**src/design/fcm_pkg.sv**
```systemverilog
// ----------------------------------------------------------------------------
// fcm_pkg
// Register indexes, map codes and segment codes of the false color map.
// ----------------------------------------------------------------------------
`timescale 1ns / 1ps

package fcm_pkg;

    localparam int ADDR_BITS = 4;

    typedef logic [1:0] t_reg_idx;
    typedef logic [2:0] t_map_sel;
    typedef logic [2:0] t_seg;

    localparam t_reg_idx REG_LOWER = 2'd0;
    localparam t_reg_idx REG_UPPER = 2'd1;
    localparam t_reg_idx REG_MAP   = 2'd2;

    localparam t_map_sel MAP_SPECTRUM = 3'd0;
    localparam t_map_sel MAP_REVERSE  = 3'd1;
    localparam t_map_sel MAP_GREY     = 3'd2;
    localparam t_map_sel MAP_RED      = 3'd3;
    localparam t_map_sel MAP_GREEN    = 3'd4;
    localparam t_map_sel MAP_BLUE     = 3'd5;

    // rainbow segments; primaries use SEG_0 for the rise and SEG_1 for the fade
    localparam t_seg SEG_0 = 3'd0;
    localparam t_seg SEG_1 = 3'd1;
    localparam t_seg SEG_2 = 3'd2;
    localparam t_seg SEG_3 = 3'd3;
    localparam t_seg SEG_4 = 3'd4;
    localparam t_seg SEG_5 = 3'd5;

    localparam logic [7:0] CH_MAX = 8'hFF;

endpackage

```
**src/design/false_color_map.sv**
```systemverilog
// ----------------------------------------------------------------------------
// false_color_map
// Maps a signed sample to an RGB color: the sample is placed between the
// lower and upper bound, scaled to a fraction t in 1/2^FRAC_BITS steps and
// looked up on the selected scale (spectrum, reverse rainbow, grey, or a red,
// green or blue primary). The block takes one item per clock while the output
// side accepts; an output stall holds every stage and loses nothing. An item
// passes a clamp stage, the restoring divider that forms t one quotient bit
// per pipeline stage, a segment stage, a scaling stage and an output stage.
// An upper bound at or below the lower bound gives black with range_error
// set. Write the bounds and map_select only while no item is in flight.
// ----------------------------------------------------------------------------
`timescale 1ns / 1ps

module false_color_map import fcm_pkg::*; #(
    parameter int SAMPLE_BITS = 16,
    parameter int FRAC_BITS   = 8
) (
    input  logic                   i_clk,
    input  logic                   i_rst_n,
    input  logic                   psel,
    input  logic                   penable,
    input  logic                   pwrite,
    input  logic [ADDR_BITS-1:0]   paddr,
    input  logic [31:0]            pwdata,
    output logic [31:0]            prdata,
    output logic                   pready,
    input  logic                   i_valid,
    output logic                   o_ready,
    input  logic [SAMPLE_BITS-1:0] i_sample,
    output logic                   o_valid,
    input  logic                   i_ready,
    output logic [7:0]             o_red,
    output logic [7:0]             o_green,
    output logic [7:0]             o_blue,
    output logic                   o_range_error
);

    localparam int QW   = FRAC_BITS + 1;
    localparam int NDIV = FRAC_BITS + 1;
    localparam int PW   = FRAC_BITS + 9;
    localparam logic [QW-1:0] ONE   = QW'(1) << FRAC_BITS;
    localparam logic [PW-1:0] ROUND = PW'((1 << FRAC_BITS) - 1);

    // configuration
    logic [SAMPLE_BITS-1:0] r_lower;
    logic [SAMPLE_BITS-1:0] r_upper;
    t_map_sel               r_map;
    logic [SAMPLE_BITS-1:0] r_span;

    always_ff @(posedge i_clk) begin
        if (!i_rst_n) begin
            r_lower <= '0;
            r_upper <= {1'b0, {(SAMPLE_BITS-1){1'b1}}};
            r_map   <= MAP_SPECTRUM;
        end else if (psel && penable && pwrite) begin
            unique case (paddr[ADDR_BITS-1:2])
                REG_LOWER: r_lower <= pwdata[SAMPLE_BITS-1:0];
                REG_UPPER: r_upper <= pwdata[SAMPLE_BITS-1:0];
                REG_MAP:   r_map   <= pwdata[2:0];
                default: ;
            endcase
        end
    end

    always_ff @(posedge i_clk) begin
        r_span <= r_upper - r_lower;
    end

    always_comb begin
        unique case (paddr[ADDR_BITS-1:2])
            REG_LOWER: prdata = 32'(r_lower);
            REG_UPPER: prdata = 32'(r_upper);
            REG_MAP:   prdata = 32'(r_map);
            default:   prdata = '0;
        endcase
    end

    assign pready = 1'b1;

    // stage advance chain
    logic r_s0_vld;
    logic r_div_vld [NDIV];
    logic r_c1_vld;
    logic r_c2_vld;
    logic r_out_vld;

    logic            w_out_free;
    logic            w_c2_free;
    logic            w_c1_free;
    logic [NDIV-1:0] w_div_free;
    logic            w_s0_free;

    always_comb begin
        w_out_free             = !r_out_vld || i_ready;
        w_c2_free              = !r_c2_vld || w_out_free;
        w_c1_free              = !r_c1_vld || w_c2_free;
        w_div_free[NDIV-1]     = !r_div_vld[NDIV-1] || w_c1_free;
        for (int j = NDIV - 2; j >= 0; j--) begin
            w_div_free[j] = !r_div_vld[j] || w_div_free[j+1];
        end
        w_s0_free              = !r_s0_vld || w_div_free[0];
    end

    assign o_ready = w_s0_free;

    // stage 0: clamp sample into the range
    logic signed [SAMPLE_BITS-1:0] w_smp;
    logic signed [SAMPLE_BITS-1:0] w_lo;
    logic signed [SAMPLE_BITS-1:0] w_hi;
    logic [SAMPLE_BITS-1:0]        n_s0_num;
    logic                          n_s0_err;
    logic [SAMPLE_BITS-1:0]        r_s0_num;
    logic                          r_s0_err;

    assign w_smp    = $signed(i_sample);
    assign w_lo     = $signed(r_lower);
    assign w_hi     = $signed(r_upper);
    assign n_s0_err = !(w_hi > w_lo);

    always_comb begin
        priority if (w_smp <= w_lo) begin
            n_s0_num = '0;
        end else if (w_smp >= w_hi) begin
            n_s0_num = r_upper - r_lower;
        end else begin
            n_s0_num = i_sample - r_lower;
        end
    end

    always_ff @(posedge i_clk) begin
        if (!i_rst_n) begin
            r_s0_vld <= 1'b0;
        end else if (w_s0_free) begin
            r_s0_vld <= i_valid;
        end
    end

    always_ff @(posedge i_clk) begin
        if (w_s0_free && i_valid) begin
            r_s0_num <= n_s0_num;
            r_s0_err <= n_s0_err;
        end
    end

    // divider: one quotient bit per stage
    logic [SAMPLE_BITS-1:0] r_div_rem [NDIV];
    logic [QW-1:0]          r_div_quo [NDIV];
    logic                   r_div_err [NDIV];

    for (genvar j = 0; j < NDIV; j++) begin : g_div
        logic [SAMPLE_BITS:0]   w_cand;
        logic                   w_ge;
        logic [SAMPLE_BITS-1:0] n_rem;
        logic [QW-1:0]          n_quo;
        logic                   w_vin;
        logic                   w_ein;

        if (j == 0) begin : g_first
            assign w_cand = {1'b0, r_s0_num};
            assign n_quo  = QW'(w_ge);
            assign w_vin  = r_s0_vld;
            assign w_ein  = r_s0_err;
        end else begin : g_next
            assign w_cand = {r_div_rem[j-1], 1'b0};
            assign n_quo  = {r_div_quo[j-1][QW-2:0], w_ge};
            assign w_vin  = r_div_vld[j-1];
            assign w_ein  = r_div_err[j-1];
        end

        assign w_ge  = w_cand >= {1'b0, r_span};
        assign n_rem = w_ge ? SAMPLE_BITS'(w_cand - {1'b0, r_span})
                            : w_cand[SAMPLE_BITS-1:0];

        always_ff @(posedge i_clk) begin
            if (!i_rst_n) begin
                r_div_vld[j] <= 1'b0;
            end else if (w_div_free[j]) begin
                r_div_vld[j] <= w_vin;
            end
        end

        always_ff @(posedge i_clk) begin
            if (w_div_free[j] && w_vin) begin
                r_div_rem[j] <= n_rem;
                r_div_quo[j] <= n_quo;
                r_div_err[j] <= w_ein;
            end
        end
    end

    // stage C1: segment and ramp argument
    logic [QW-1:0]        w_t;
    logic [FRAC_BITS+3:0] w_six;
    logic [3:0]           w_kraw;
    logic [FRAC_BITS+1:0] w_two;
    logic [QW-1:0]        n_c1_arg;
    t_seg                 n_c1_seg;
    logic                 n_c1_blank;
    logic [QW-1:0]        r_c1_arg;
    t_seg                 r_c1_seg;
    logic                 r_c1_blank;
    logic                 r_c1_err;

    assign w_t    = r_div_quo[NDIV-1];
    assign w_six  = ({3'b000, w_t} << 2) + ({3'b000, w_t} << 1);
    assign w_kraw = w_six[FRAC_BITS+3:FRAC_BITS];
    assign w_two  = {w_t, 1'b0};

    always_comb begin
        n_c1_arg   = '0;
        n_c1_seg   = SEG_0;
        n_c1_blank = 1'b0;
        unique case (r_map)
            MAP_SPECTRUM, MAP_REVERSE: begin
                if (w_kraw > 4'(SEG_5)) begin
                    n_c1_seg = SEG_5;
                    n_c1_arg = ONE;
                end else begin
                    n_c1_seg = w_kraw[2:0];
                    n_c1_arg = {1'b0, w_six[FRAC_BITS-1:0]};
                end
            end
            MAP_GREY: begin
                n_c1_arg   = w_t;
                n_c1_blank = w_t[FRAC_BITS];
            end
            MAP_RED, MAP_GREEN, MAP_BLUE: begin
                priority if (w_two[FRAC_BITS+1]) begin
                    n_c1_blank = 1'b1;
                end else if (w_two[FRAC_BITS]) begin
                    n_c1_seg = SEG_1;
                    n_c1_arg = {1'b0, w_two[FRAC_BITS-1:0]};
                end else begin
                    n_c1_arg = w_two[FRAC_BITS:0];
                end
            end
            default: n_c1_blank = 1'b1;
        endcase
    end

    always_ff @(posedge i_clk) begin
        if (!i_rst_n) begin
            r_c1_vld <= 1'b0;
        end else if (w_c1_free) begin
            r_c1_vld <= r_div_vld[NDIV-1];
        end
    end

    always_ff @(posedge i_clk) begin
        if (w_c1_free && r_div_vld[NDIV-1]) begin
            r_c1_arg   <= n_c1_arg;
            r_c1_seg   <= n_c1_seg;
            r_c1_blank <= n_c1_blank;
            r_c1_err   <= r_div_err[NDIV-1];
        end
    end

    // stage C2: scale by 255, floor and ceiling
    logic [PW-1:0] w_prod;
    logic [PW-1:0] w_prod_c;
    logic [8:0]    w_up9;
    logic [8:0]    w_upc9;
    logic [7:0]    r_c2_up;
    logic [7:0]    r_c2_upc;
    t_seg          r_c2_seg;
    logic          r_c2_blank;
    logic          r_c2_err;

    assign w_prod   = {r_c1_arg, 8'h00} - PW'(r_c1_arg);
    assign w_prod_c = w_prod + ROUND;
    assign w_up9    = w_prod[PW-1:FRAC_BITS];
    assign w_upc9   = w_prod_c[PW-1:FRAC_BITS];

    always_ff @(posedge i_clk) begin
        if (!i_rst_n) begin
            r_c2_vld <= 1'b0;
        end else if (w_c2_free) begin
            r_c2_vld <= r_c1_vld;
        end
    end

    always_ff @(posedge i_clk) begin
        if (w_c2_free && r_c1_vld) begin
            r_c2_up    <= w_up9[8] ? CH_MAX : w_up9[7:0];
            r_c2_upc   <= w_upc9[8] ? CH_MAX : w_upc9[7:0];
            r_c2_seg   <= r_c1_seg;
            r_c2_blank <= r_c1_blank;
            r_c2_err   <= r_c1_err;
        end
    end

    // output stage: assemble channels
    logic [7:0] w_dn;
    logic [7:0] w_prim;
    logic [7:0] w_other;
    logic [7:0] n_red;
    logic [7:0] n_green;
    logic [7:0] n_blue;
    logic [7:0] r_red;
    logic [7:0] r_green;
    logic [7:0] r_blue;
    logic       r_err;

    assign w_dn    = ~r_c2_upc;
    assign w_prim  = (r_c2_seg == SEG_1) ? CH_MAX : r_c2_up;
    assign w_other = (r_c2_seg == SEG_1) ? r_c2_upc : 8'h00;

    always_comb begin
        n_red   = '0;
        n_green = '0;
        n_blue  = '0;
        if (!r_c2_blank && !r_c2_err) begin
            unique case (r_map)
                MAP_SPECTRUM: begin
                    unique case (r_c2_seg)
                        SEG_0: begin n_red = r_c2_up; n_blue = r_c2_up; end
                        SEG_1: begin n_red = w_dn; n_blue = CH_MAX; end
                        SEG_2: begin n_green = r_c2_up; n_blue = w_dn; end
                        SEG_3: begin n_red = r_c2_up; n_green = CH_MAX; end
                        SEG_4: begin n_red = CH_MAX; n_green = w_dn; end
                        default: begin
                            n_red   = CH_MAX;
                            n_green = r_c2_up;
                            n_blue  = r_c2_up;
                        end
                    endcase
                end
                MAP_REVERSE: begin
                    unique case (r_c2_seg)
                        SEG_0: begin n_red = CH_MAX; n_green = w_dn; n_blue = w_dn; end
                        SEG_1: begin n_red = CH_MAX; n_green = r_c2_up; end
                        SEG_2: begin n_red = w_dn; n_green = CH_MAX; end
                        SEG_3: begin n_green = w_dn; n_blue = r_c2_up; end
                        SEG_4: begin n_red = r_c2_up; n_blue = CH_MAX; end
                        default: begin n_red = w_dn; n_blue = w_dn; end
                    endcase
                end
                MAP_GREY: begin
                    n_red   = r_c2_up;
                    n_green = r_c2_up;
                    n_blue  = r_c2_up;
                end
                MAP_RED: begin
                    n_red   = w_prim;
                    n_green = w_other;
                    n_blue  = w_other;
                end
                MAP_GREEN: begin
                    n_red   = w_other;
                    n_green = w_prim;
                    n_blue  = w_other;
                end
                MAP_BLUE: begin
                    n_red   = w_other;
                    n_green = w_other;
                    n_blue  = w_prim;
                end
                default: ;
            endcase
        end
    end

    always_ff @(posedge i_clk) begin
        if (!i_rst_n) begin
            r_out_vld <= 1'b0;
        end else if (w_out_free) begin
            r_out_vld <= r_c2_vld;
        end
    end

    always_ff @(posedge i_clk) begin
        if (w_out_free && r_c2_vld) begin
            r_red   <= n_red;
            r_green <= n_green;
            r_blue  <= n_blue;
            r_err   <= r_c2_err;
        end
    end

    assign o_valid       = r_out_vld;
    assign o_red         = r_red;
    assign o_green       = r_green;
    assign o_blue        = r_blue;
    assign o_range_error = r_err;

endmodule

```
**config.mk**
```make
export PLATFORM = sky130hd
export DESIGN_NAME = false_color_map
export DESIGN_NICKNAME = d
export VERILOG_FILES = /design/src/design/fcm_pkg.sv /design/src/design/false_color_map.sv
export SDC_FILE = /design/constraint.sdc
export NUM_CORES = 1
export LEC_CHECK = 0
export BUFFER_PORTS_ARGS = -buffer_cell sky130_fd_sc_hd__buf_2
export CORE_MARGIN = 4
export CORE_UTILIZATION = 40
export DETAILED_ROUTE_END_ITERATION = 16
export GPL_TIMING_DRIVEN = 0
export SYNTH_ARGS = -nofsm -noshare
export SYNTH_HDL_FRONTEND = slang
export SYNTH_SLANG_ARGS = --single-unit
```
**constraint.sdc**
```tcl
create_clock -name i_clk -period 6.1 [get_ports i_clk]
set_clock_uncertainty 0.05 [all_clocks]
set_input_delay 1.22 -clock i_clk [delete_from_list [all_inputs] [get_ports i_clk]]
set_output_delay 1.22 -clock i_clk [all_outputs]
set_load 0.1 [all_outputs]
```
# After elaboration in Yosys (flattened, before gate mapping)
# Memory sizes are Yosys's and may differ from the RTL's. A register that Yosys moved wholly into a read port is not among the register bits.
# Cells that the tools add are included.
[op_classes] bitwise_logic=10 n_reduce_logical=60 muxes=86 order_cmp=13 addsub=14 eq_ne=11
[ops] cell="subtractor 16 bit" count=11
[ops] cell="two-way mux 16 bit" count=10
[ops] cell="case mux 8 bit (3 select lines)" count=6
[ops] cell="greater-or-equal comparator 17 x 16 -> 1 bit" count=8
[ops] cell="case mux 8 bit (5 select lines)" count=3
[ops] cell="two-way mux 1 bit" count=58
[ops] cell="case mux 16 bit (3 select lines)" count=1
[ops] cell="greater-or-equal comparator 16 bit" count=2
[ops] cell="case mux 9 bit (3 select lines)" count=1
[ops] cell="two-way mux 8 bit" count=3
[ops] cell="adder 17 x 8 -> 17 bit, second input constant" count=1
[ops] cell="subtractor 17 x 9 -> 17 bit" count=1
[ops] cell="> comparator 16 bit" count=1
[ops] cell="less-or-equal comparator 16 bit" count=1
[ops] cell="logical AND 1 bit" count=16
[ops] cell="zero test 1 bit" count=16
[ops] cell="OR reduction 2 bit" count=8
[ops] cell="logical OR 1 bit" count=13
[ops] cell="adder 11 x 10 -> 12 bit" count=1
[ops] cell="== test 3 x 2 -> 1 bit, second input constant" count=4
[ops] cell="== test 3 bit, second input constant" count=3
[ops] cell="two-way mux 9 bit" count=1
[ops] cell="bitwise OR 1 bit" count=9
[ops] cell="NOT 8 bit" count=1
[ops] cell="11 further kinds" count=15
[totals] out_inout_bits=60 wordCells=220 reg_bits=131 ram_bits=243 mem_count=4
[mem_list] memory="r_div_rem" depth=9 word_bits=16 rd=8 rd_clocked_by_memory_dff=0 write_ports=9 line_no="false_color_map.sv:147" source="logic [SAMPLE_BITS-1:0] r_div_rem [NDIV];"
[mem_list] memory="r_div_quo" depth=9 word_bits=9 rd=9 rd_clocked_by_memory_dff=0 write_ports=9 line_no="false_color_map.sv:148" source="logic [QW-1:0] r_div_quo [NDIV];"
[mem_list] memory="r_div_err" depth=9 word_bits=1 rd=9 rd_clocked_by_memory_dff=1 write_ports=9 line_no="false_color_map.sv:149" source="logic r_div_err [NDIV];"
[mem_list] memory="r_div_vld" depth=9 word_bits=1 rd=9 rd_clocked_by_memory_dff=0 write_ports=9 line_no="false_color_map.sv:83" source="logic r_div_vld [NDIV];"

# Longest topological paths before layout
# Gate-level depths: netlist of run 1.
[depth] ltp_word=17 mapped_depth=13

# Worst setup path before layout of run 1
# OpenSTA, ideal clock, no wires.
[synth_timing] kind="input port to output port" startpoint="in paddr[2]" endpoint="out prdata[0]" arrival_ns=3.916 stages=3 n_path_buf=2 setup_slack_ns=0.914 path_cell_list="clkbuf_1 buf_1 o21ai_0"
[synth_between] elab_chain_cells=2 elab_cells_between_ends=4 classes_between="2 x eq/ne; 1 x mux; 1 x reduce/logical"
[synth_lines] item="from (decl)" line_no="false_color_map.sv:24" source="input logic [ADDR_BITS-1:0] paddr,"
[synth_lines] item="== test 2 bit, or another cell as far along" line_no="false_color_map.sv:71" source="unique case (paddr[ADDR_BITS-1:2])"
[synth_lines] item="case mux 16 bit (3 select lines) (*)" line_no="false_color_map.sv:71"
[synth_lines] item="to (decl)" line_no="false_color_map.sv:26" source="output logic [31:0] prdata,"
# Mark *: on every way between the ends. The rest lies on a longest branch, timed or not.

# Worst setup path in the final report of run 1
[layout_timing] startpoint="in i_ready" endpoint="out o_ready"
[layout_between] elab_chain_cells=13
[layout_lines] item="from (decl)" line_no="false_color_map.sv:32" source="input logic i_ready,"
[layout_lines] item="logical OR 1 bit" line_no="false_color_map.sv:95" source="w_out_free = !r_out_vld || i_ready;"
[layout_lines] item="logical OR 1 bit" line_no="false_color_map.sv:96" source="w_c2_free = !r_c2_vld || w_out_free;"
[layout_lines] item="logical OR 1 bit" line_no="false_color_map.sv:97" source="w_c1_free = !r_c1_vld || w_c2_free;"
[layout_lines] item="logical OR 1 bit" line_no="false_color_map.sv:98" source="w_div_free[NDIV-1] = !r_div_vld[NDIV-1] || w_c1_free;"
[layout_lines] item="logical OR 1 bit (8 in a row)" line_no="false_color_map.sv:100" source="w_div_free[j] = !r_div_vld[j] || w_div_free[j+1];"
[layout_lines] item="logical OR 1 bit" line_no="false_color_map.sv:102" source="w_s0_free = !r_s0_vld || w_div_free[0];"
[layout_lines] item="to (decl)" line_no="false_color_map.sv:29" source="output logic o_ready,"
# No other way between the ends.

==> impl_metrics.tcl, run 1 <==
set metrics [dict create \
    synth_async_sr_flop_share_pct 0 \
    drive_above_1_share_pct 12.32 \
    setup-tns-final_ns 0 \
    endpoint_kind "output port" \
    cts_made_buffers 38 \
    synth_edf_count 267 \
    area_growth_pct 11.73 \
    first_global_vias 18230 \
    slowest_stage "and2_0" \
    synthAdderAreaFrac_pct 12.23 \
    cts_num_sinks 323 \
    ant_nets 0 \
    synthXorXnorAreaFrac_pct 4.967 \
    num-nets-final 2792 \
    hold_ws_ns 0.3649 \
    status "finished clean" \
    grt_util_met1_pct 27.39 \
    muxShareOfSynthArea_pct 5.818 \
    vias_per_cell 5.677 \
    worst_slack_ns 1.249 \
    cts_resized 0 \
    ys_seq_elements 323 \
    netlist.area_leader.share_pct 34.52 \
    place_congestion 0.9484 \
    synth_most_common_cell "edfxtp_1" \
    placed_area_um2 24770 \
    place_hpwl_mm 48.81 \
    synth_top_family_by_area "compound AO/OA/AOI/OAI gates" \
    rsz0062_at_grt "no" \
    slew_violations 0 \
    setup-violations-final 0 \
    met3_usage_pct 2.662 \
    die_w_um 249.0 \
    ys_seq_area_share_pct 39.35 \
    synth_flop_cell "edfxtp_1" \
    die_h_um 249.0 \
    leakage_uw 0.01015 \
    max_stage_delay_ns 0.47 \
    synth_warnings 0 \
    fin_crit_sh_pct 79.53 \
    synthSimpleGateAreaFrac_pct 15.39 \
    dp_slack_ns 1.258 \
    max-cap-violations 0 \
    cts_tree "built" \
    synth_top_cell_by_area "edfxtp_1" \
    postCtsHoldBufs 0 \
    cp_max_fo 6 \
    cp_data_required_time_ns 4.83 \
    max_freq_mhz 206.1 \
    crit_type "in -> out" \
    globalRouteMet2Util_pct 35.20 \
    layout_min_cycle_time_ns 4.851 \
    grt_max_degree 25 \
    dieArea_um2 61980 \
    initial_core_util_pct 40.33 \
    routedWlPerCell_um 19.86 \
    yosysUniqueCellTypes 91 \
    wirelength_mm 65.81 \
    hold_path.class "reg -> reg" \
    cp.arrival_ns 3.58 \
    htreeDepth 2 \
    ioPinCount 119 \
    stdcell_area_um2 25950 \
    cts_setup_buffers 0 \
    cp-start-kind "primary input" \
    worstPathCellList "buf_2 -> nor2b_1 -> and3_1 -> and3_1 -> nand2_1 -> nor2_1 -> and2_0 -> nand3_1 -> buf_2" \
    cellPowerDensity_nw_per_um2 219.0 \
    core_um2 57590 \
    slew-limit-headroom_pct 17.02 \
    synth_area_leaders "edfxtp_1 (35%), ha_1 (11%), dfxtp_1 (4.8%)" \
    synth_compound_area_share_pct 18.24 \
    syn_inst 2376 \
    peakVddDrop_mv 0.2130 \
    clkLatencyLatePin_ns 0.55 \
    tightest_slew_ns 1.242 \
    rows 88 \
    vias 18810 \
    grt_antenna_before_repair 1 \
    cts_buffer_depth 3 \
    cts_root_buf "clkbuf_16" \
    drc 0 \
    report.final.hold_viol_count 0 \
    grtUsageTotal_pct 20.50 \
    synthesis.area_um2 23230 \
    avgSynthCellArea_um2 9.775 \
    portBuffers 82 \
    grt_most_used_layer "met2" \
    grt_overflow 0 \
    firstDrtPassIters 7 \
    clkTransAtPathRegs_ns 0.06 \
    yosys-top-cells-count "edfxtp_1 (267), ha_1 (203), nand2_1 (186), a21oi_1 (176)" \
    grt_pass1_wl_mm 102.6 \
    drtIter0Drc 1448 \
]
[area by class of cell]
class                   count  area (um2)
fillers                  5471       31630
multi-input cells        1858       13240
flip-flops and latches    323        9139
clock buffers              45       998.5
well taps                 765       957.2
plain buffers             104       526.8
repair buffers             88       509.2
inverters                 106       397.9
clock inverters            24       178.9
diodes                      1       2.502
[layout by cell type (no fill, tap or decap), types with 42 or more instances in the layout]
| cell type | Yosys | layout |
|---|---|---|
| dfxtp_1 | 56 | 56 |
| a21o_1 | 48 | 48 |
| a21oi_1 | 176 | 176 |
| ha_1 | 203 | 203 |
| nand3_1 | 65 | 65 |
| nor3_1 | 64 | 64 |
| mux2i_1 | 42 | 42 |
| buf_2 | 6 | 88 |
| edfxtp_1 | 267 | 267 |
| nand2b_1 | 48 | 48 |
| nand2_1 | 186 | 186 |
| clkbuf_1 | 66 | 72 |
| nor2_1 | 171 | 171 |
| xnor2_1 | 81 | 81 |
| xor2_1 | 47 | 47 |
| o21ai_0 | 171 | 171 |
| nor2b_1 | 47 | 42 |
| inv_1 | 105 | 105 |
| mux2_2 | 64 | 64 |
[metrics by stage]
step | utilization, % | power (uW) | cells
6_report | 45.07 | 5682 | 3314
3_3_place_gp | 42.81 | 3523 | 3238
4_1_cts | 45.06 | 5737 | 3313
5_1_grt | 45.07 | 5942 | 3314
2_1_floorplan | - | 3300 | 2391
3_5_place_dp | 43.02 | 3547 | 3244
[final timing paths]
path                      endpoint        startpoint  slack, ns  depth (start not counted)
setup / recovery           o_ready           i_ready       1.25                          9
hold / removal    r_div_quo[0][20]  r_div_quo[0][10]       0.36                          0
setup reg to reg  r_div_rem[0][78]         r_span[1]       1.87                         12
hold reg to reg   r_div_quo[0][20]  r_div_quo[0][10]       0.36                          0
[power by group]
group | switching, uW | internal (uW)
combinational | 617 | 407
sequential | 31.1 | 2460
clock | 946 | 1220
[critical path: cells and delay by family]
kind          cells  cell delay [ns]
simple gates      7             1.93
buf+inv           2             0.42
[flip-flops by register name, summed over array words and instances (netlist names), 3 cells and up]
signal,count
r_div_rem,128
r_div_quo,45
r_lower,16
r_s0_num,16
r_span,16
r_upper,16
r_c1_arg,9
r_div_err,9
r_div_vld,9
o_blue,8
o_green,8
o_red,8
r_c2_up,8
r_c2_upc,8
r_c1_seg,3
r_c2_seg,3
r_map,3
[metal layers]
metal / up-vias / share of wire, %
met1: 9065 / 44
met5: - / 0
met3: 111 / 5.3
met2: 553 / 48
met4: 0 / 2.5
li1: 9084 / -
[logic make-up after synthesis]
logic type | Yosys count
simple gates | 719
compound gates | 650
flops | 323
fa+ha+maj | 222
buf+inv | 210
xor+xnor | 130
mux | 120
other cells | 2
No activity file was read; power rests on OpenSTA's default activity.
==> run 2, diff against run 1 <==
==> constraint.sdc (replaced) <==
create_clock -name i_clk -period 4.2 [get_ports i_clk]
set_clock_uncertainty 0.05 [all_clocks]
set_input_delay 0.84 -clock i_clk [delete_from_list [all_inputs] [get_ports i_clk]]
set_output_delay 0.84 -clock i_clk [all_outputs]
set_load 0.1 [all_outputs]
==> impl_metrics.tcl, run 2 (synthesis gave the netlist of run 1 again) <==
set metrics [dict create \
    slew_violations 0 \
    r2r_cells 10 \
    clkTransAtPathRegs_ns 0.06 \
    setup-violations-final 0 \
    placed_area_um2 24770 \
    drtIter0Drc 1411 \
    die_h_um 249.0 \
    cts_buffer_depth 3 \
    cp.arrival_ns 3.08 \
    largest-register "r_div_rem" \
    min_path_cells 0 \
    core_um2 57590 \
    fin_crit_sh_pct 94.63 \
    dieArea_um2 61980 \
    cp_max_fo 6 \
    stdcell_area_um2 25960 \
    cp-start-kind "primary input" \
    min_delay_worst_endpoint "r_div_quo[0][29]" \
    cellPowerDensity_nw_per_um2 317.8 \
    clkLatencyLatePin_ns 0.55 \
    cts_tree "built" \
    reg2reg_from "r_span[7]" \
    final_cells 3314 \
    endpoint_kind "output port" \
    slew-limit-headroom_pct 16.57 \
    portBuffers 82 \
    routedWlPerCell_um 19.85 \
    setup-tns-final_ns 0 \
    peakVddDrop_mv 0.3113 \
    rsz0062_at_grt "no" \
    hold_path.class "reg -> reg" \
    firstDrtPassIters 5 \
    max-cap-violations 0 \
    ioPinCount 119 \
    layout_min_cycle_time_ns 3.974 \
    met3_usage_pct 2.662 \
    tightest_slew_ns 1.249 \
    cp_data_required_time_ns 3.31 \
    ant_nets 0 \
    cts_root_buf "clkbuf_16" \
    leakage_uw 0.01016 \
    htreeDepth 2 \
    layout_commonest_cell "edfxtp_1" \
    drc 0 \
    area_growth_pct 11.78 \
    die_w_um 249.0 \
    vias 18810 \
    max_freq_mhz 251.6 \
    first_global_vias 18230 \
    r2r-end "r_div_rem[0][30]" \
    place_congestion 0.9484 \
    grt_overflow 0 \
    grt_util_met1_pct 27.40 \
    dp_slack_ns -0.07957 \
    cts_num_sinks 323 \
    grt_antenna_before_repair 1 \
    wirelength_mm 65.78 \
    rows 88 \
    cts_made_buffers 38 \
    status "finished clean" \
    largest_reg_flops 128 \
    grt_most_used_layer "met2" \
    crit_type "in -> out" \
    grtUsageTotal_pct 20.51 \
    regToRegSetupSlack_ns 0.32 \
    report.final.hold_viol_count 0 \
    grt_max_degree 25 \
    globalRouteMet2Util_pct 35.21 \
    initial_core_util_pct 40.33 \
    reg_top3 "r_div_rem x128, r_div_quo x45" \
    place_hpwl_mm 48.81 \
    num-nets-final 2792 \
    worstHoldStart "r_div_quo[0][19]" \
    dp.cells 3244 \
    worst_slack_ns 0.2256 \
    grt_pass1_wl_mm 102.6 \
    setup.worst_path.start "i_ready" \
    drive_above_1_share_pct 12.44 \
    vias_per_cell 5.677 \
    final_cell_mix "edfxtp_1 (267), ha_1 (203), nand2_1 (186)" \
]
==> run 2: worst max-delay path, stage by stage <==
cell     delay [ns]
buf_2          0.10
nor2b_1        0.37
and3_1         0.32
and3_1         0.27
nand2_1        0.12
nor2_1         0.24
and2_1         0.37
nand3_1        0.14
buf_2          0.31
==> run 2: where the power goes <==
group          switching (uW)  internal [uW]
sequential               45.0           3570
combinational             895            592
clock                    1370           1780
==> run 2: worst max-delay path by stage <==
stage                                  end  slack (ns)  depth (start not counted)
after global placement    r_div_rem[0][76]       -0.02                          9
final                              o_ready        0.23                          9
after detailed placement  r_div_rem[0][76]       -0.08                          9
after CTS                 r_div_rem[0][62]        0.07                         11
after floorplan                  prdata[0]       -0.23                          3
after global routing               o_ready        0.02                          8
==> run 2: layout make-up <==
class / count / area, um2
Clock inverter: 24 / 178.9
Fill cell: 5472 / 31620
Antenna cell: 1 / 2.502
Tap cell: 765 / 957.2
Clock buffer: 45 / 998.5
Sequential cell: 323 / 9141
Buffer: 104 / 526.8
Timing Repair Buffer: 88 / 509.2
Multi-Input combinational cell: 1858 / 13250
Inverter: 106 / 397.9
==> run 2: metal layers <==
metal  vias to the layer above  share of wire, %  wire [um]
met1                      9040                44      28740
met3                       107               6.1       3988
met5                         -                 0          0
li1                       9083                 -          -
met2                       583                48      31470
met4                         0               2.4       1578
==> run 2: metrics by stage <==
step,util [%],hold WS [ns],power [uW]
after floorplan,-,0.3503,4793
after global placement,42.81,0.3513,5116
after detailed placement,43.02,0.3562,5152
after CTS,45.08,0.3682,8333
after global routing,45.08,0.3716,8631
final,45.08,0.3651,8251
==> run 2: repair_timing <==
| action | in CTS | in global routing |
|---|---|---|
| hold buffers | 0 | 0 |
| endpoints found under the setup margin | 11 | 23 |
| gates resized for setup | 2 | 2 |
| setup buffers | 0 | 0 |
==> run 3, diff against run 2 <==
--- a/config.mk
+++ b/config.mk
@@ -6,10 +6,12 @@
 export NUM_CORES = 1
 export LEC_CHECK = 0
 export BUFFER_PORTS_ARGS = -buffer_cell sky130_fd_sc_hd__buf_2
-export CORE_MARGIN = 4
-export CORE_UTILIZATION = 40
+export CAP_MARGIN = 40
+export CORE_MARGIN = 1
+export CORE_UTILIZATION = 55
 export DETAILED_ROUTE_END_ITERATION = 16
 export GPL_TIMING_DRIVEN = 0
+export PLACE_DENSITY = 0.76
 export SYNTH_ARGS = -nofsm -noshare
 export SYNTH_HDL_FRONTEND = slang
 export SYNTH_SLANG_ARGS = --single-unit
==> impl_metrics.tcl, run 3 (synthesis gave the netlist of run 1 again) <==
set metrics [dict create \
    area_growth_pct 11.67 \
    rows 74 \
    max_freq_mhz 252.8 \
    clkTransAtPathRegs_ns 0.06 \
    place_hpwl_mm 45.86 \
    power_frac_clock_pct 40.9 \
    p_comb_share_pct 17.2 \
    final_cells 3092 \
    crit_type "in -> out" \
    clkLatencyLatePin_ns 0.57 \
    crit_family "simple AND/OR/NAND/NOR gates" \
    placed_area_um2 24590 \
    grt_util_met1_pct 37.44 \
    leakage_uw 0.01031 \
    core_um2 41200 \
    n_antenna_cell 0 \
    cts_root_buf "clkbuf_16" \
    cts_buffer_depth 3 \
    drive_above_1_share_pct 12.62 \
    cp-start-kind "primary input" \
    rsz0062_at_grt "no" \
    globalRouteMet2Util_pct 48.53 \
    drtIter0Drc 1450 \
    largest_reg_flops 128 \
    vias_per_cell 6.175 \
    max-cap-violations 0 \
    place_congestion 0.9219 \
    grt_antenna_before_repair 1 \
    cts_made_buffers 39 \
    largest-register "r_div_rem" \
    routedWlPerCell_um 20.03 \
    nFillCells 3324 \
    p_int_uw 6344 \
    final_cell_mix "edfxtp_1 (267), ha_1 (203), nand2_1 (186)" \
    vias 19090 \
    cp_data_required_time_ns 3.31 \
    ioPinCount 119 \
    first_global_vias 18570 \
    htreeDepth 2 \
    fin_crit_sh_pct 94.20 \
    cts_num_sinks 323 \
    p_total_uw 8625 \
    path_buf_inv 2 \
    grt_overflow 0 \
    status "finished clean" \
    firstDrtPassIters 5 \
    cp.arrival_ns 3.07 \
    dieArea_um2 43050 \
    ant_nets 0 \
    grtUsageTotal_pct 28.42 \
    portBuffers 82 \
    peakVddDrop_mv 0.3099 \
    reg_top3 "r_div_rem x128, r_div_quo x45" \
    slew_violations 0 \
    cellPowerDensity_nw_per_um2 332.5 \
    met3_usage_pct 3.177 \
    slowest_stage "nor2b_1" \
    dp.cells 3022 \
    layout_commonest_cell "edfxtp_1" \
    num-nets-final 2805 \
    slew-limit-headroom_pct 42.95 \
    grt_most_used_layer "met2" \
    die_h_um 207.5 \
    worstPathCellList "buf_2 -> nor2b_1 -> and3_1 -> and3_1 -> nand2_1 -> nor2_1 -> and2_1 -> nand3_1 -> buf_2" \
    hold_path.class "reg -> reg" \
    drc 0 \
    die_w_um 207.5 \
    seqPwrFrac_pct 41.9 \
    wirelength_mm 61.94 \
    tightest_slew_ns 0.8526 \
    cts_tree "built" \
    swShare_pct 26.45 \
    endpoint_kind "output port" \
    report.final.hold_viol_count 0 \
    stdcell_area_um2 25940 \
    power_switching_uw 2281 \
    grt_max_degree 21 \
    layout_min_cycle_time_ns 3.956 \
    utilization_pct 62.95 \
    max_stage_delay_ns 0.36 \
    setup-violations-final 0 \
    initial_core_util_pct 56.37 \
    cp_max_fo 6 \
    grt_pass1_wl_mm 98.02 \
]
==> run 3: path summary, 6_finish.rpt <==
| check | startpoint | to | slack, ns | cells past startpoint |
|---|---|---|---|---|
| worst max-delay path | i_ready | o_ready | 0.24 | 9 |
| worst min-delay path | r_div_quo[0][58] | r_div_quo[0][68] | 0.37 | 0 |
| worst max register to register | r_span[1] | r_div_rem[0][78] | 0.26 | 12 |
| worst min register to register | r_div_quo[0][58] | r_div_quo[0][68] | 0.37 | 0 |
==> run 3: timing repair <==
item                       in CTS  in global routing
hold buffers                    0                  0
buffers inserted                0                  0
cloned                          0                  0
setup endpoints to repair       5                 18
resized for setup               1                  2
==> run 3: worst register-to-register path, delay by kind of cell, from the launching register on <==
kind            cells  cell delay [ns]
compound gates      5             1.27
simple gates        2             0.23
mux                 1             0.37
buf+inv             3             0.73
flops               1             0.58
fa+ha+maj           1             0.44
==> run 3: routing by layer <==
layer	part of all wire (%)	routed length (um)
met4	2.6	1584
met3	6.1	3760
met1	43	26770
met5	0	0
met2	48	29820
==> run 3: final cells by class <==
type	count	area (um2)	share of cell area [%]
inverter	106	397.9	1.534
timing repair buffer	100	630.6	2.431
clock inverter	22	305.3	1.177
buffer	104	526.8	2.031
tap	532	665.6	2.566
sequential	323	9141	35.25
multi-input combinational	1858	13240	51.05
clock buffer	47	1027	3.961
==> run 3: power by group through the flow <==
stage	Sequential, uW	Combinational [uW]	Clock [uW]
after CTS	3610	1470	3590
final	3610	1480	3530
after detailed placement	3680	1460	0
after floorplan	3660	1130	0
after global placement	3680	1400	0
after global routing	3620	1610	3690
==> run 3: metrics by stage <==
step / hold slack, ns / setup slack (ns) / TNS, ns
2_1_floorplan: 0.3503 / -0.2259 / -0.6777
3_3_place_gp: 0.3526 / -0.07605 / -0.2756
3_5_place_dp: 0.3552 / 0.009243 / 0
4_1_cts: 0.3662 / 0.1531 / 0
5_1_grt: 0.3736 / 0.07456 / 0
6_report: 0.3682 / 0.2438 / 0
